--- src/design/cnd_pkg.sv ---
// Shared constants and types for the Crank-Nicolson diffusion step.
`timescale 1ns / 1ps
`default_nettype none
package cnd_pkg;
    localparam int GridPointsDefault = 64;
    localparam logic [19:0] RatioReset = 20'd14746;
    localparam int ValueW = 32;
    localparam int RatioW = 20;
    localparam int IndexW = 7;
    localparam int NumW = 54;   // dividend magnitude width
    localparam int DenW = 22;   // divisor width

    typedef struct packed {
        logic start;
        logic signed_result;
    } div_ctl_t;

    function automatic logic signed [31:0] sat32(input logic signed [63:0] v);
        logic signed [31:0] res;
        if (v > 64'sd2147483647)
            res = 32'sh7fffffff;
        else if (v < -64'sd2147483648)
            res = 32'sh80000000;
        else
            res = v[31:0];
        return res;
    endfunction

    // floor((p + 2^15) / 2^16)
    function automatic logic signed [63:0] rnd16(input logic signed [63:0] p);
        logic signed [63:0] s;
        s = p + 64'sd32768;
        return s >>> 16;
    endfunction
endpackage
`default_nettype wire

--- src/design/cnd_grid_mem.sv ---
// Single-port-write, registered-read memory for 32-bit words.
`timescale 1ns / 1ps
`default_nettype none
module cnd_grid_mem
#(
    parameter int DEPTH = cnd_pkg::GridPointsDefault
)
(
    input  wire logic                     clk,
    input  wire logic                     we,
    input  wire logic [$clog2(DEPTH)-1:0] waddr,
    input  wire logic [31:0]              wdata,
    input  wire logic [$clog2(DEPTH)-1:0] raddr,
    output logic [31:0]                   rdata
);
    logic [31:0] mem [DEPTH];

    always_ff @(posedge clk)
    begin
        if (we)
            mem[waddr] <= wdata;
        rdata <= mem[raddr];
    end
endmodule
`default_nettype wire

--- config.mk ---
export PLATFORM = sky130hd
export DESIGN_NAME = cnd_grid_mem
export DESIGN_NICKNAME = d
export VERILOG_FILES = /design/src/design/cnd_pkg.sv /design/src/design/cnd_grid_mem.sv
export SDC_FILE = /design/constraint.sdc
export NUM_CORES = 2
export LEC_CHECK = 0
export BUFFER_PORTS_ARGS = -buffer_cell sky130_fd_sc_hd__buf_2
export CAP_MARGIN = 0
export CORE_UTILIZATION = 35
export CTS_BUF_LIST = sky130_fd_sc_hd__clkbuf_8
export CTS_CLUSTER_DIAMETER = 50
export DETAILED_ROUTE_END_ITERATION = 12
export GPL_TIMING_DRIVEN = 0
export PLACE_DENSITY_LB_ADDON = 0.12
export SLEW_MARGIN = 5
export SYNTH_ARGS = -nofsm -noshare
export SYNTH_HDL_FRONTEND = slang
export SYNTH_SLANG_ARGS = --single-unit
export TNS_END_PERCENT = 100
--- constraint.sdc ---
create_clock -name clk -period 9.43 [get_ports clk]
set_clock_uncertainty 0.1 [all_clocks]
set_input_delay 1.886 -clock clk [delete_from_list [all_inputs] [get_ports clk]]
set_output_delay 1.886 -clock clk [all_outputs]
set_load 0.02 [all_outputs]
# [Yosys cells after proc, flatten, opt, wreduce, memory -nomap -nowiden]
# Memory sizes are Yosys's and may differ from the RTL's. A register that Yosys moved wholly into a read port is not among the register bits.
# Cells that the tools add are included.
[word_totals] reg_bits=0 mem_bits_rw=2048 inputBits=46 output_inout_bits=32 wordCells=3 mem_count=1
[mem_list] memory="mem" depth=64 word_bits=32 read_ports=1 rd_ports_with_merged_regs=1 write_ports=1 line="cnd_grid_mem.sv:16" rtl="logic [31:0] mem [DEPTH];"
[classes] n_mux=2
[op_table] operator="$mux W1" n=2

# [Logic depth before layout (Yosys ltp)]
[logic_depth] word_depth=2 mapped_depth=10 mapped_depth_nobuf=5

# [Least setup slack after synthesis]
# OpenSTA, ideal clock, no wires.
[synth_path] kind="input-to-reg" startpoint="in waddr[3]" endpoint="mem mem[48][0], enable pin" t_arrival_ns=4.585 t_required_ns=8.869 setup_slack_ns=4.284 cell_stages=4 path_cell_list="clkbuf_1 -> nor2b_1 -> nand4b_1 -> nor3_1"
[synth_lines] item="start: declaration" line="cnd_grid_mem.sv:11" rtl="input wire logic [$clog2(DEPTH)-1:0] waddr,"
[synth_lines] item="end: declaration" line="cnd_grid_mem.sv:16"
# Straight into the memory's write port.

==> metrics.yaml <==
critical_path:
  worstReg2RegStart: "mem[11][18]$_DFFE_PP_"
  worst_r2r_endpoint: "rdata[18]$_DFF_P_"
  worstSetupStartpointType: "input pin"
  worst_case_reg_to_reg_path_depth: 4
  ff2ff_setup_slack_ns: 6.38
  critical_path_sink_type: "flip-flop"
  worst_ep_arrival_time_ns: 6.72
  critPathKind: "in2reg"
  required_ns: 10.20
  worst-path-max-fanout: 10
routing:
  first_pass_iters: 6
  avgViaCountPerCell: 5.535
  antenna_violating_nets_post_route: 0
  average_wire_length_per_cell_after_detail_routing_um: 37.39
  routed_wirelength_um: 266200
  detailedRoute.firstIterationViolations: 4754
  detailroute.via_count: 39400
  remaining_drc_errors: 0
global_route:
  grt_start_max_net_pins: 65
  grt_util_all_layers: 0.2368
  grt_pass1_vias: 39610
  grt_antenna_before_repair: 25
  overflow: 0
  wire_length_of_the_first_global_routing_pass_um: 356600
final_layout:
  final_area_sq_um: 91970
  layout.filler_cells: 19700
  layout-drive-gt1-share: 0.3212
  area_growth_pct: 17.13
  final-instance-count-excl-fill: 7119
  multi_input_gate_area_in_the_final_layout_sq_um: 15970
  final_core_utilization: 0.4133
  seqCellArea_sq_um: 62140
  num-nets-final: 3927
logic_synthesis:
  synth_top_area_share: 0.7833
  seq_area_frac_synth: 0.7914
  synth-simple-area-share: 0.01265
  yosys_most_used_dff: "edfxtp_1"
  post_synth_fa_ha_maj_area_fraction: 0
  synthArstFlopShare: 0
  number_of_synthesized_register_bits: 2080
  synth.avg_cell_area_sq_um: 23.62
  ys_top_cells_by_count: "edfxtp_1 (2048), mux4_2 (544), nor2_1 (137), mux2i_1 (93), o22ai_1 (84)"
  synth_top_family_by_area: "multiplexers"
  yosysMostFrequentCell: "edfxtp_1"
  netlist_top_cells_area: "edfxtp_1 (78%), mux4_2 (16%), mux2i_1 (1.2%)"
  synth_xor_xnor_area_share: 0
  synth_cell_type_count: 34
  synth_enable_flop_cells: 2048
  syn-cell-area_sq_um: 78520
  post_synth_inst_count: 3324
  synth_compound_gate_area_share: 0.01673
  synth_fp_nets: 3370
  synth-warning-count: 0
  synth_mux_area_frac: 0.1679
  netlist.top_cell.by_area: "edfxtp_1"
placement:
  post-place-cells: 6482
  place_area_sq_um: 85460
  pre_cts_slack_ns: 2.532
  gp_weighted_congestion: 0.8396
  port_buffers: 69
  hpwl_um: 171000
run_status:
  run_status: "finished clean"
clock_tree:
  cts_hold_repair_buffers: 0
  post_cts_sizing_count: 0
  clk_latency_worst_skew_pair_ns: 1.08
  ctsRootBufferMaster: "clkbuf_8"
  path_clk_slew_ns: 0.06
  cts_htree_levels: 5
  cts.repair_timing.setup_buffer_count: 0
  tritoncts.num_buffers: 371
  clkSinkCount: 2080
  clock_path_buffers: 4
  tritoncts: "done"
power:
  worst_ir_drop_vdd_mv: 0.1515
  power_per_cell_area_nw_per_um2: 206.6
  static_power_due_to_leakage_nw: 28.92
sta:
  tightestPinTransition_ns: 1.374
  fmax_ghz: 0.1681
  grt_setup_unrepaired: "false"
  hold_viol_final: 0
  final.setup.tns_ns: 0
  finalCritPeriodShare: 0.6309
  final_period_minus_worst_setup_slack_ns: 5.949
  setup_ws_ns: 3.481
  max_slew_margin: 0.08387
  setup_viol: 0
  slew_viol_final: 0
die:
  floorplan.initialDensity: 0.3528
  die_width_um: 475.6
  placement_rows: 173
  chipHeight_um: 475.6
  ios: 78
  area_of_the_core_region_sq_um: 222500
  die-area_sq_um: 226200
run:
  max-cap-violations: 0
min_path:
  hp-class: "reg2reg"
  whs_path_depth: 4
  worstHoldEndpoint: "rdata[17]$_DFF_P_"
  min-delay-start: "mem[13][17]$_DFFE_PP_"
==> power by group <==
group | total [mW] | leakage (nW) | internal [mW] | switching (mW)
logic | 1.16 | 6.48 | 0.362 | 0.799
clock network | 7.58 | 3.75 | 3.88 | 3.70
registers | 10.3 | 18.7 | 10.2 | 0.0172
total | 19.0 | 28.9 | 14.5 | 4.52
==> state kept, by name, summed over array words and instances, names as in the netlist <==
register and flops:
mem 2048, rdata 32
==> cell type report <==
cell class	count	area share
antenna	13	0.0003537
buffer	182	0.009741
clock buffer	395	0.05911
clock inverter	228	0.01076
multi-input combinational	1062	0.1736
sequential	2080	0.6757
tap	2975	0.04047
timing repair buffer	184	0.03030
==> how the worst max path moves through the flow <==
stage / from / endpoint / slack [ns] / cells after the start
finish: raddr[1] / rdata[19]$_DFF_P_ / 3.48 / 9
global route: raddr[1] / rdata[19]$_DFF_P_ / 3.57 / 9
CTS: raddr[1] / rdata[19]$_DFF_P_ / 3.66 / 9
detailed placement: raddr[1] / rdata[19]$_DFF_P_ / 2.53 / 9
global placement: waddr[4] / mem[49][15]$_DFFE_PP_ / 0.30 / 3
floorplan: waddr[3] / mem[48][0]$_DFFE_PP_ / 4.28 / 4
==> per-layer routing <==
metal  vias up  share of wire  track usage
met4         2          0.029      0.07013
li1      15440              -            -
met5         -       0.000049            0
met2      1713           0.48       0.3825
met3       407          0.067      0.04032
met1     21840           0.42       0.3281
==> through the flow <==
stage | hold WS (ns) | power (mW)
floorplan | 0.5632 | 10.97
global placement | 0.8640 | 11.59
detailed placement | 0.8084 | 11.63
CTS | 0.8106 | 19.17
global route | 0.8331 | 19.58
finish | 0.8189 | 19.00
==> placed cells by master, fill, tap and decap left out, drive strengths merged, types with 32 or more instances in the layout <==
cell / instances
a21oi: 62
buf: 292
clkbuf: 469
clkinv: 93
dfxtp: 32
edfxtp: 2048
inv: 126
mux2i: 93
mux4: 544
nor2: 137
o22ai: 84
==> kinds of logic (layout without fill, tap and decap cells) <==
group	after synthesis	count (layout)
other cells	0	13
flops	2080	2080
mux	637	637
simple gates	223	223
buf+inv	182	989
compound gates	202	202
==> worst max-delay path, stage by stage <==
cell and delay (ns):
buf_2 0.46, buf_2 0.46, buf_2 0.40, buf_1 0.96, nand3b_1 0.83, o221ai_1 0.52
a21oi_1 0.20, a21oi_1 0.75, nor2_1 0.19
(Power assumes the default switching activity.)
