===== src/design/cnd_pkg.sv =====
// Shared constants and types for the Crank-Nicolson diffusion step.
`timescale 1ns / 1ps
`default_nettype none
package cnd_pkg;
    localparam int GridPointsDefault = 64;
    localparam logic [19:0] RatioReset = 20'd14746;
    localparam int ValueW = 32;
    localparam int RatioW = 20;
    localparam int IndexW = 7;
    localparam int NumW = 54;   // dividend magnitude width
    localparam int DenW = 22;   // divisor width

    typedef struct packed {
        logic start;
        logic signed_result;
    } div_ctl_t;

    function automatic logic signed [31:0] sat32(input logic signed [63:0] v);
        logic signed [31:0] res;
        if (v > 64'sd2147483647)
            res = 32'sh7fffffff;
        else if (v < -64'sd2147483648)
            res = 32'sh80000000;
        else
            res = v[31:0];
        return res;
    endfunction

    // floor((p + 2^15) / 2^16)
    function automatic logic signed [63:0] rnd16(input logic signed [63:0] p);
        logic signed [63:0] s;
        s = p + 64'sd32768;
        return s >>> 16;
    endfunction
endpackage
`default_nettype wire


===== src/design/cnd_divider.sv =====
// Restoring serial divider, one quotient bit per cycle, truncation toward zero.
`timescale 1ns / 1ps
`default_nettype none
module cnd_divider
(
    input  wire logic                   clk,
    input  wire logic                   rst_n,
    input  wire logic                   start,
    input  wire logic signed [63:0]     numer,
    input  wire logic [cnd_pkg::DenW-1:0] denom,
    output logic                        busy,
    output logic signed [63:0]          quot
);
    import cnd_pkg::*;

    localparam int CntW = $clog2(NumW + 1);

    logic [NumW-1:0]   q_reg, q_next;
    logic [DenW:0]     rem_reg, rem_next;
    logic [DenW-1:0]   den_reg;
    logic              neg_reg;
    logic [CntW-1:0]   cnt_reg, cnt_next;
    logic              busy_reg, busy_next;
    logic [DenW:0]     trial;
    logic [63:0]       mag;

    always_comb
    begin
        mag = numer[63] ? 64'(-numer) : 64'(numer);
        trial = {rem_reg[DenW-1:0], q_reg[NumW-1]};
        q_next = {q_reg[NumW-2:0], 1'b0};
        rem_next = trial;
        cnt_next = cnt_reg;
        busy_next = busy_reg;
        if (busy_reg)
        begin
            if (trial >= {1'b0, den_reg})
            begin
                rem_next = trial - {1'b0, den_reg};
                q_next[0] = 1'b1;
            end
            cnt_next = cnt_reg - 1'b1;
            if (cnt_reg == CntW'(1))
                busy_next = 1'b0;
        end
        else
        begin
            q_next = q_reg;
            rem_next = rem_reg;
        end
    end

    always_ff @(posedge clk or negedge rst_n)
    begin
        if (!rst_n)
        begin
            busy_reg <= 1'b0;
            cnt_reg <= '0;
        end
        else if (start)
        begin
            busy_reg <= 1'b1;
            cnt_reg <= CntW'(NumW);
        end
        else
        begin
            busy_reg <= busy_next;
            cnt_reg <= cnt_next;
        end
    end

    always_ff @(posedge clk)
    begin
        if (start)
        begin
            q_reg <= mag[NumW-1:0];
            rem_reg <= '0;
            den_reg <= denom;
            neg_reg <= numer[63];
        end
        else
        begin
            q_reg <= q_next;
            rem_reg <= rem_next;
        end
    end

    assign busy = busy_reg;
    assign quot = neg_reg ? -$signed({10'd0, q_reg}) : $signed({10'd0, q_reg});
endmodule
`default_nettype wire


===== config.mk =====
export PLATFORM = sky130hd
export DESIGN_NAME = cnd_divider
export DESIGN_NICKNAME = d
export VERILOG_FILES = /design/src/design/cnd_pkg.sv /design/src/design/cnd_divider.sv
export SDC_FILE = /design/constraint.sdc
export NUM_CORES = 1
export LEC_CHECK = 0
export ABC_AREA = 1
export ABC_CLOCK_PERIOD_IN_PS = 3110
export BUFFER_PORTS_ARGS = -buffer_cell sky130_fd_sc_hd__buf_4
export CAP_MARGIN = 20
export CORE_MARGIN = 4
export CORE_UTILIZATION = 45
export CTS_CLUSTER_DIAMETER = 40
export CTS_CLUSTER_SIZE = 20
export DETAILED_ROUTE_END_ITERATION = 16
export MAX_ROUTING_LAYER = met4
export PLACE_DENSITY = 0.68
export SLEW_MARGIN = 10
export SYNTH_ARGS = -nofsm -noshare
export SYNTH_HDL_FRONTEND = slang
export SYNTH_SLANG_ARGS = --single-unit

===== constraint.sdc =====
create_clock -name clk -period 3.11 [get_ports clk]
set_input_delay 0.311 -clock clk [delete_from_list [all_inputs] [get_ports clk]]
set_output_delay 0.311 -clock clk [all_outputs]
set_load 0.01 [all_outputs]

# == Yosys cells after proc, flatten, opt, wreduce, memory -nomap -nowiden ==
# Index checks and enable logic that the tools add are counted.
# totals
regBits,106
in_bits,89
output_inout_bits,65
word_cells,25
# classes
n_addsub,4
n_lt_le_gt_ge,1
eq_ne,1
muxes,12
reduce_logical,1
# ops
op,count
two-way mux 54 bit,2
two-way mux 64 bit,1
negation 54 -> 64 bit,1
negation 54 bit,1
two-way mux 53 bit,1
>= comparator 23 x 22 -> 1 bit,1
two-way mux 22 bit,1
subtractor 22 bit,1
two-way mux 6 bit,2
== test 6 x 1 -> 1 bit (second input constant),1
subtractor 6 x 1 -> 6 bit (second input constant),1
two-way mux 1 bit,5
nonzero test 2 bit,1

# == Longest topological paths before layout ==
# depth
ltp_word,4
ltp_mapped,17
mapped_depth_nobuf,16

# == Worst setup path before layout ==
# OpenSTA, ideal clock, no wires.
# synth_path
path_type,register -> register
startpoint,register busy_reg (netlist: busy)
endpoint,"register q_reg[0], enable pin"
setup_ps,439
arrival_ps,2338
required_ps,2671
slack_ps,333
stages_incl_launch_ff,4
n_path_buf,1
synth_period_minus_slack_ps,2777
cell_sequence,dfrtp_1 > nor2_1 > inv_1 > clkbuf_1
# synth_between
elab_chain_cells,1
# synth_lines
item,line,rtl
"start, declared",cnd_divider.sv:23,"logic busy_reg, busy_next;"
"start signal, assigned",cnd_divider.sv:67,busy_reg <= busy_next;
nonzero test 2 bit (no line),-,
"end signal, assigned",cnd_divider.sv:76,q_reg <= mag[NumW-1:0];
"end signal, assigned",cnd_divider.sv:83,q_reg <= q_next;
"end, declared",cnd_divider.sv:18,"logic [NumW-1:0] q_reg, q_next;"
# Every way passes these cells.
# A chain may end at the register's enable or synchronous reset.

# == Worst setup path in the final report ==
# layout_path
startpoint,register q_reg[0]
endpoint,output quot[40]
# layout_between
elab_chain_cells,2
# layout_lines
item,line,rtl
negation 54 -> 64 bit,cnd_divider.sv:89,"assign quot = neg_reg ? -$signed({10'd0, q_reg}) : $signed({10'd0, q_reg});"
two-way mux 64 bit,cnd_divider.sv:89,
"end, declared",cnd_divider.sv:12,output logic signed [63:0] quot
# Every way passes these cells.

==> results.toml <==
[run_status]
status = "finished clean"

[clock_network]
root_buffer = "clkbuf_16"
hold_buffers = 1
numCtsBuffers = 9
clk_pin_slew_ns = 0.08
post-cts-setup-buffers = 0
clock-sinks = 106
clk_latency_ns = 0.36
cts_tree = "done"
post_cts_resize_count = 0
htreeDepth = 3
max-clock-path-buffers = 2

[flow_run]
maxCapViolations = 0

[yosys]
synth_nets = 1647
synth_xor_area_share_pct = 6.786
synth_edf_count = 77
syn_avg_cell_area_um2 = 6.322
synth_compound_area_share_pct = 6.618
ys_ff_latch = 106
synth_simple_gate_area_share_pct = 42.41
synth-seq-area-share_pct = 30.25
syn_area_mm2 = 0.009679
synth_fa_ha_area_share_pct = 3.568
synthMuxAreaShare_pct = 0
synth_top_family_by_area = "simple AND/OR/NAND/NOR gates"
synth_cell_types = 44
async_flop_share_pct = 6.604
synth_flop_cell = "edfxtp_1"
syn_inst = 1531
ys_warn_count = 0

[floorplanning]
io_pins = 154
die_w_um = 154.7
fp-row-count = 53
die_area_mm2 = 0.02392
coreArea_mm2 = 0.02109
start_util_pct = 45.90
fp.dieH_um = 154.7

[global_routing]
use_met1_pct = 33.57
grt_pass1_wl_um = 48130
grt_util_met3_pct = 2.658
grt_pass1_vias = 9383
antenna_found_initial = 0
globalRouteTotalUtil_pct = 25.79
top_usage_layer = "met2"
grt_max_degree = 54
grtUsageMet2_pct = 42.30
overflow = 0

[pwr]
switching_share_pct = 42.38
intPower_mw = 3.370
p_per_area_mw_per_mm2 = 517.4
switchingPower_mw = 2.479
totalPowerFinal_mw = 5.849
clkPwrFrac_pct = 19.5
peakVddDrop_mv = 0.2620
seqPwrFrac_pct = 33.0
p_leak_nw = 5.508
pwr-share-comb_pct = 47.6

[layout]
fin_area_mm2 = 0.01131
multi_input_area_mm2 = 0.005748
fill_cells = 2186
nNetsFinal = 1782
drive_above_1_share_pct = 13.58
syn_to_final_growth_pct = 16.80
area.sequential_mm2 = 0.002928
num_antenna_cells = 0
largest_reg_flops = 54

[timing]
max_freq_mhz = 349.9
post-route-period-util_pct = 91.89
final-hold-violation-count = 0
slew_violations = 0
tns_ns = 0
tightest_slew_ns = 0.6792
rsz0062_at_grt = "false"
whs_ns = 0.1213
maxSlewHeadroom_pct = 54.24
setup_viol = 0
finClkSkew_ns = 0.007047
period_minus_slack_ns = 2.858

[placed_design]
port_buffers = 144
gp_congestion = 0.9898
dpl.hpwl_um = 24470
dpl-instance-area_mm2 = 0.01101

[worst_setup_path]
end_kind = "output pin"
crit_fanout = 7
critPathLaunchType = "flip-flop"
arrival_ns = 2.55
required_ns = 2.80
path_class = "reg2out"

[detailed_routing]
routed_via_density = 5.125
firstDrtPassIters = 5
drtIter0Drc = 634
drc = 0
detail_route.wl_per_cell_um = 15.56
final_antenna_net_count = 0
wl_um = 30270
vias = 9973

[hold_path]
hp-class = "in2reg"
power by group through the flow:
| stage | clock network [mW] | logic, mW | registers, mW |
|---|---|---|---|
| final | 1.14 | 2.78 | 1.93 |
| after global placement | 0 | 2.75 | 1.95 |
| after detailed placement | 0 | 2.78 | 1.95 |
| after global routing | 1.23 | 3.13 | 1.95 |
| after CTS | 1.15 | 2.79 | 1.92 |
| after floorplan | 0 | 1.94 | 1.90 |
metal layers:
| metal | vias up | part of all wire (%) |
|---|---|---|
| li1 | 5138 | - |
| met1 | 4490 | 43 |
| met2 | 296 | 48 |
| met3 | 49 | 5.9 |
| met4 | 0 | 2.9 |
| met5 | - | 0 |
synthesized netlist by cell type (3+ instances only):
library cell / count / area share [%]
a21oi_1: 18 / 0.93
buf_1: 5 / 0.19
buf_2: 6 / 0.31
buf_4: 3 / 0.23
buf_6: 4 / 0.47
clkbuf_1: 15 / 0.58
dfrtp_1: 7 / 1.8
dfxtp_1: 22 / 4.6
edfxtp_1: 77 / 24
ha_1: 26 / 3.4
inv_1: 208 / 8.1
inv_2: 5 / 0.19
nand2_1: 500 / 19
nand2_2: 18 / 1.2
nand3_1: 153 / 7.9
nand3_2: 4 / 0.41
nand3b_1: 14 / 1.1
nand4_1: 33 / 2.1
nor2_1: 200 / 7.8
nor2_2: 9 / 0.58
nor2_4: 3 / 0.35
nor3_1: 12 / 0.62
o21ai_0: 67 / 3.5
o21ai_1: 11 / 0.57
o21ai_2: 5 / 0.45
o21bai_1: 3 / 0.23
or2_1: 6 / 0.39
or2_2: 3 / 0.19
xnor2_1: 21 / 1.9
xor2_1: 54 / 4.9
worst max-delay path: stages, from the launching register on:
cell      delay [ns]
edfxtp_1        0.39
inv_1           0.13
ha_1            0.20
nand3_2         0.15
nor2_4          0.23
nand4_1         0.20
nor3_1          0.44
nand2_1         0.12
nand2_1         0.08
nand2_1         0.05
nand2_1         0.06
buf_4           0.11
placed cells by master (no fill, tap or decap), types with 21 or more instances in the layout:
master	Yosys	routed
nand2_1	500	500
inv_1	208	207
nor2_1	200	200
buf_4	3	158
nand3_1	153	153
edfxtp_1	77	77
o21ai_0	67	67
xor2_1	54	54
nand4_1	33	33
ha_1	26	26
dfxtp_1	22	22
xnor2_1	21	21
area by class of cell:
cell class                      count  area share [%]
Tap cell                          275           3.043
Clock inverter                      7          0.5423
Timing Repair Buffer              159           10.58
Clock buffer                        9           1.992
Multi-Input combinational cell   1176           50.84
Sequential cell                   106           25.90
Inverter                          214           7.105
cell families after synthesis:
family	Yosys count
flops	106
fa+ha+maj	27
xor+xnor	75
simple gates	959
compound gates	115
buf+inv	249
final timing paths:
path,startpoint,endpoint,slack [ns],cells past startpoint
min,denom[9],den_reg[9],0.12,1
min reg2reg,rem_reg[15],rem_reg[15],0.47,2
max reg2reg,den_reg[13],rem_reg[0],0.69,12
max,q_reg[0],quot[40],0.25,11
min in group asynchronous,rst_n,cnt_reg[2],0.30,2
max in group asynchronous,rst_n,cnt_reg[1],2.70,2
per-stage QoR:
stage	instances	setup WS, ns	util [%]
final	1946	0.2522	53.61
after CTS	1946	0.2505	53.61
after global placement	1929	0.6927	52.21
after global routing	1946	0.03060	53.61
after detailed placement	1929	0.6505	52.21
after floorplan	1531	0.3329	-
Power figures use the tool's default switching activity.
